$ cat config.mk
export PLATFORM = sky130hd
export DESIGN_NAME = gbcd_ram
export DESIGN_NICKNAME = d
export VERILOG_FILES = /design/src/rtl/gbcd_ram.sv
export SDC_FILE = /design/constraint.sdc
export NUM_CORES = 2
export LEC_CHECK = 0
export ABC_AREA = 0
export BUFFER_PORTS_ARGS = -buffer_cell sky130_fd_sc_hd__buf_2
export CORE_MARGIN = 3
export CORE_UTILIZATION = 63
export DETAILED_ROUTE_END_ITERATION = 10
export HOLD_SLACK_MARGIN = 0.06
export PLACE_DENSITY = 0.79
export SYNTH_ARGS = -nofsm -noshare
export SYNTH_HDL_FRONTEND = slang
export SYNTH_SLANG_ARGS = --single-unit
$ cat constraint.sdc
create_clock -name clk -period 3.6 [get_ports clk]
set_clock_uncertainty 0.2 [all_clocks]
set_input_delay 0.54 -clock clk [delete_from_list [all_inputs] [get_ports clk]]
set_output_delay 0.54 -clock clk [all_outputs]
set_load 0.02 [all_outputs]
$ cat src/rtl/gbcd_ram.sv
// Generic single-write, single-read RAM with registered read data.
// No dependencies.
module gbcd_ram #(
    parameter int WIDTH = 8,
    parameter int DEPTH = 256
) (
    input  logic                             clk,
    input  logic                             we,
    input  logic [$clog2(DEPTH)-1:0]         waddr,
    input  logic [WIDTH-1:0]                 wdata,
    input  logic [$clog2(DEPTH)-1:0]         raddr,
    output logic [WIDTH-1:0]                 rdata
);

    logic [WIDTH-1:0] mem [DEPTH];
    logic [WIDTH-1:0] rdata_reg;

    always_ff @(posedge clk)
    begin
        if (we)
        begin
            mem[waddr] <= wdata;
        end
        rdata_reg <= mem[raddr];
    end

    assign rdata = rdata_reg;

endmodule

==> metrics.md <==
| Metric | Value |
|---|---|
| DP Wirelength | `124000 µm` |
| IO buf count | `33` |
| H-tree depth | `4` |
| Mapped Area | `79600 µm²` |
| Max_slew headroom | `0.155` |
| Final Wtd Congestion | `between 0.9 and 1` |
| CP max-delay cell | `a221oi_1` |
| Routed vias | `42400` |
| Commonest non-fill, non-tap cell in the layout | `edfxtp_1` |
| CTS tree | `done` |
| Vias/cell | `7.04` |
| Most frequent cells in the layout | `edfxtp_1 (2048), mux4_2 (454), buf_4 (447)` |
| Final setup viols | `0` |
| Placed cell area | `84800 µm²` |
| Worst R2R Path Depth | `7` |
| Clock Path Buffers | `3` |
| Final WL | `204000 µm` |
| Number of synthesized flops with an enable pin | `2048` |
| Crit-path cells | `buf_8 -> buf_12 -> buf_4 -> mux4_2 -> a22o_1 -> a221oi_1 -> o32ai_1 -> nor3_1 -> buf_4 -> nor4_1` |
| Clk_lat worst skew | `0.84 ns` |
| Min Tclk post-route | `between 3 and 4 ns` |
| Vias in the first global route | `43000` |
| Worst Path Max Fanout | `21` |
| Dpl ws | `-0.439 ns` |
| Cells after Synth | `3733` |
| Most used cell, CP | `buf_4` |
| RSZ-0062 raised after global routing | `false` |
| Num rows | `129` |
| Number of gates resized after CTS | `0` |
| Setup CP Type | `input pin to flop` |
| Detail-routed net length per standard cell | `33.8 µm` |
| Die Span Y | `361 µm` |
| Max FFs per register | `2048` |
| Synth Area per Inst | `21.3 µm²` |
| Async SR Flop Fraction | `0` |
| Arrival time worst endpoint | `3.90 ns` |
| Hold Path Cell Cnt | `1` |
| Sequential-to-total area share from yosys stat | `0.775` |
| Synthesis-stage register bit count | `2056` |
| Status | `finished clean` |
| Clock transition at path regs | `about 0.060 ns` |
| Root Buffer | `clkbuf_16` |
| Power Density | `536 nW/µm²` |
| Final Cell Area | `90900 µm²` |
| Max Cap Viol | `0` |
| Num ports | `34` |
| Total GRT Usage | `0.319` |
| Setup ws final | `roughly 0.20 ns` |
| CTS Buf Count | `192` |
| Layout cell share with drive strength beyond 1 | `0.287` |
| Worst ir drop on vdd | `roughly 540 µV` |
| Die Width | `361 µm` |
| Final net count | `4248` |
| Worst setup EP type | `flop` |
| Initial DRT Pass Iterations | `6` |
| CP peak stage delay | `just over 0.9 ns` |
| Initial DRC count | `7143` |
| Syn-to-layout area delta | `14.2%` |
| Initial Util | `0.638` |
| First-pass GRT wire length | `299000 µm` |
| Total grt overflow | `0` |
| Leak | `between 20 and 30 nW` |
| Post-synthesis cell type count | `55` |
| Initial antenna violation count | `11` |
| Measured slew at the worst slew-check pin | `around 1.3 ns` |
| Startpoint types | `input pin` |
| Largest net degree at the start of global routing | `127` |
| Critical Path RT | `4.10 ns` |
| CTS Sinks | `2056` |
| Post CTS Setup Buffer Count | `0` |
| Overall power | `~49 mW` |
| Max Slew Vio Count | `0` |
| Period Utilization, post-route | `0.943` |
| Largest area contributor in the netlist | `edfxtp_1` |
| Die area | `131000 µm²` |
| Core Region | `between 100000 and 150000 µm²` |
| Worst Hold Class | `input pin to flop` |
| Synth Flop Type | `edfxtp_1` |
| Post-synth top area share | `0.773` |
| Final Util | `0.729` |
| Post-CTS Hold Fix Bufs | `0` |
| Syn Nets | `3759` |
| Synth top area cells | `edfxtp_1 (77%), mux4_2 (13%), mux2i_1 (1.7%), nor2_1 (1.3%), a22oi_1 (1.3%)` |
| Count of final hold-check violations | `0` |
| Fmax | `294 MHz` |
| Routed Antenna Nets | `0` |
| YS warnings | `0` |
| DRC viols | `0` |
## final timing paths
check	start	endpoint	slack, ns
setup / recovery	raddr[0]	rdata[5]	0.20
hold / removal	wdata[4]	mem[244][4]	0.12
setup reg to reg	mem[83][5]	rdata[5]	0.36
hold reg to reg	mem[41][3]	rdata[3]	0.91
## layout make-up
cell class              count  area (µm²)
repair buffers            528        4590
diodes                      7        17.5
well taps                1637        2050
flip-flops and latches   2056       61700
inverters                   2        7.51
clock inverters           106         975
clock buffers             249        5080
multi-input cells        1442       16500
fillers                  6655       33800
## where the power goes
| part | switching (mW) | internal [mW] |
|---|---|---|
| logic | 1.65 | 0.965 |
| registers | 0.0539 | 26.4 |
| clock network | 8.78 | 10.9 |
## kinds of logic (layout without fill, tap and decap cells)
family                 Yosys count  in the layout  share of synthesized area
other                            0              7                          0
AO/OA/AOI/OAI                  385            385                     0.0342
multiplexers                   591            591                      0.146
AND/OR/NAND/NOR                466            466                     0.0263
buffers and inverters          235            885                     0.0183
flip-flops                    2056           2056                      0.775
## routing by layer
| layer | GRT usage | part of all wire | vias to the layer above |
|---|---|---|---|
| met5 | 0 | 0.00029 | - |
| met4 | 0.130 | 0.047 | 8 |
| met2 | 0.490 | 0.47 | 3425 |
| li1 | - | - | 16700 |
| met1 | 0.442 | 0.34 | 21700 |
| met3 | 0.0879 | 0.14 | 623 |
## worst max-delay path: cells and delay by family
kind / cells / cell delay [ns]
AND/OR/NAND/NOR: 2 / 0.30
multiplexers: 1 / 0.54
buffers and inverters: 4 / 0.89
AO/OA/AOI/OAI: 3 / 1.55
## cells in the mapped netlist, types with 3 or more instances
master and count:
a211oi_1 16, a21oi_1 96, a221oi_1 13, a22o_1 8, a22oi_1 133, and2_1 6
buf_1 22, buf_12 8, buf_2 31, buf_4 27, buf_6 21, buf_8 13
clkbuf_1 111, dfxtp_1 8, edfxtp_1 2048, mux2i_1 134, mux4_2 454, nand2_1 33
nand2b_1 8, nand3_1 34, nand4_1 10, nor2_1 282, nor2b_1 31, nor3_1 22
nor4_1 24, nor4_2 3, o211ai_1 10, o21ai_0 10, o221ai_1 46, o22a_1 5
o22ai_1 28, o32ai_1 4, or2_2 4
## metrics by stage
stage	instances	TNS [ns]	hold WS, ns
2_1_floorplan	3733	0	0.439
3_3_place_gp	5665	-2.12	0.787
3_5_place_dp	5665	-2.28	0.816
4_1_cts	6020	0	0.0770
5_1_grt	6021	0	0.121
6_report	6027	0	0.117
Power figures use the tool's default switching activity.
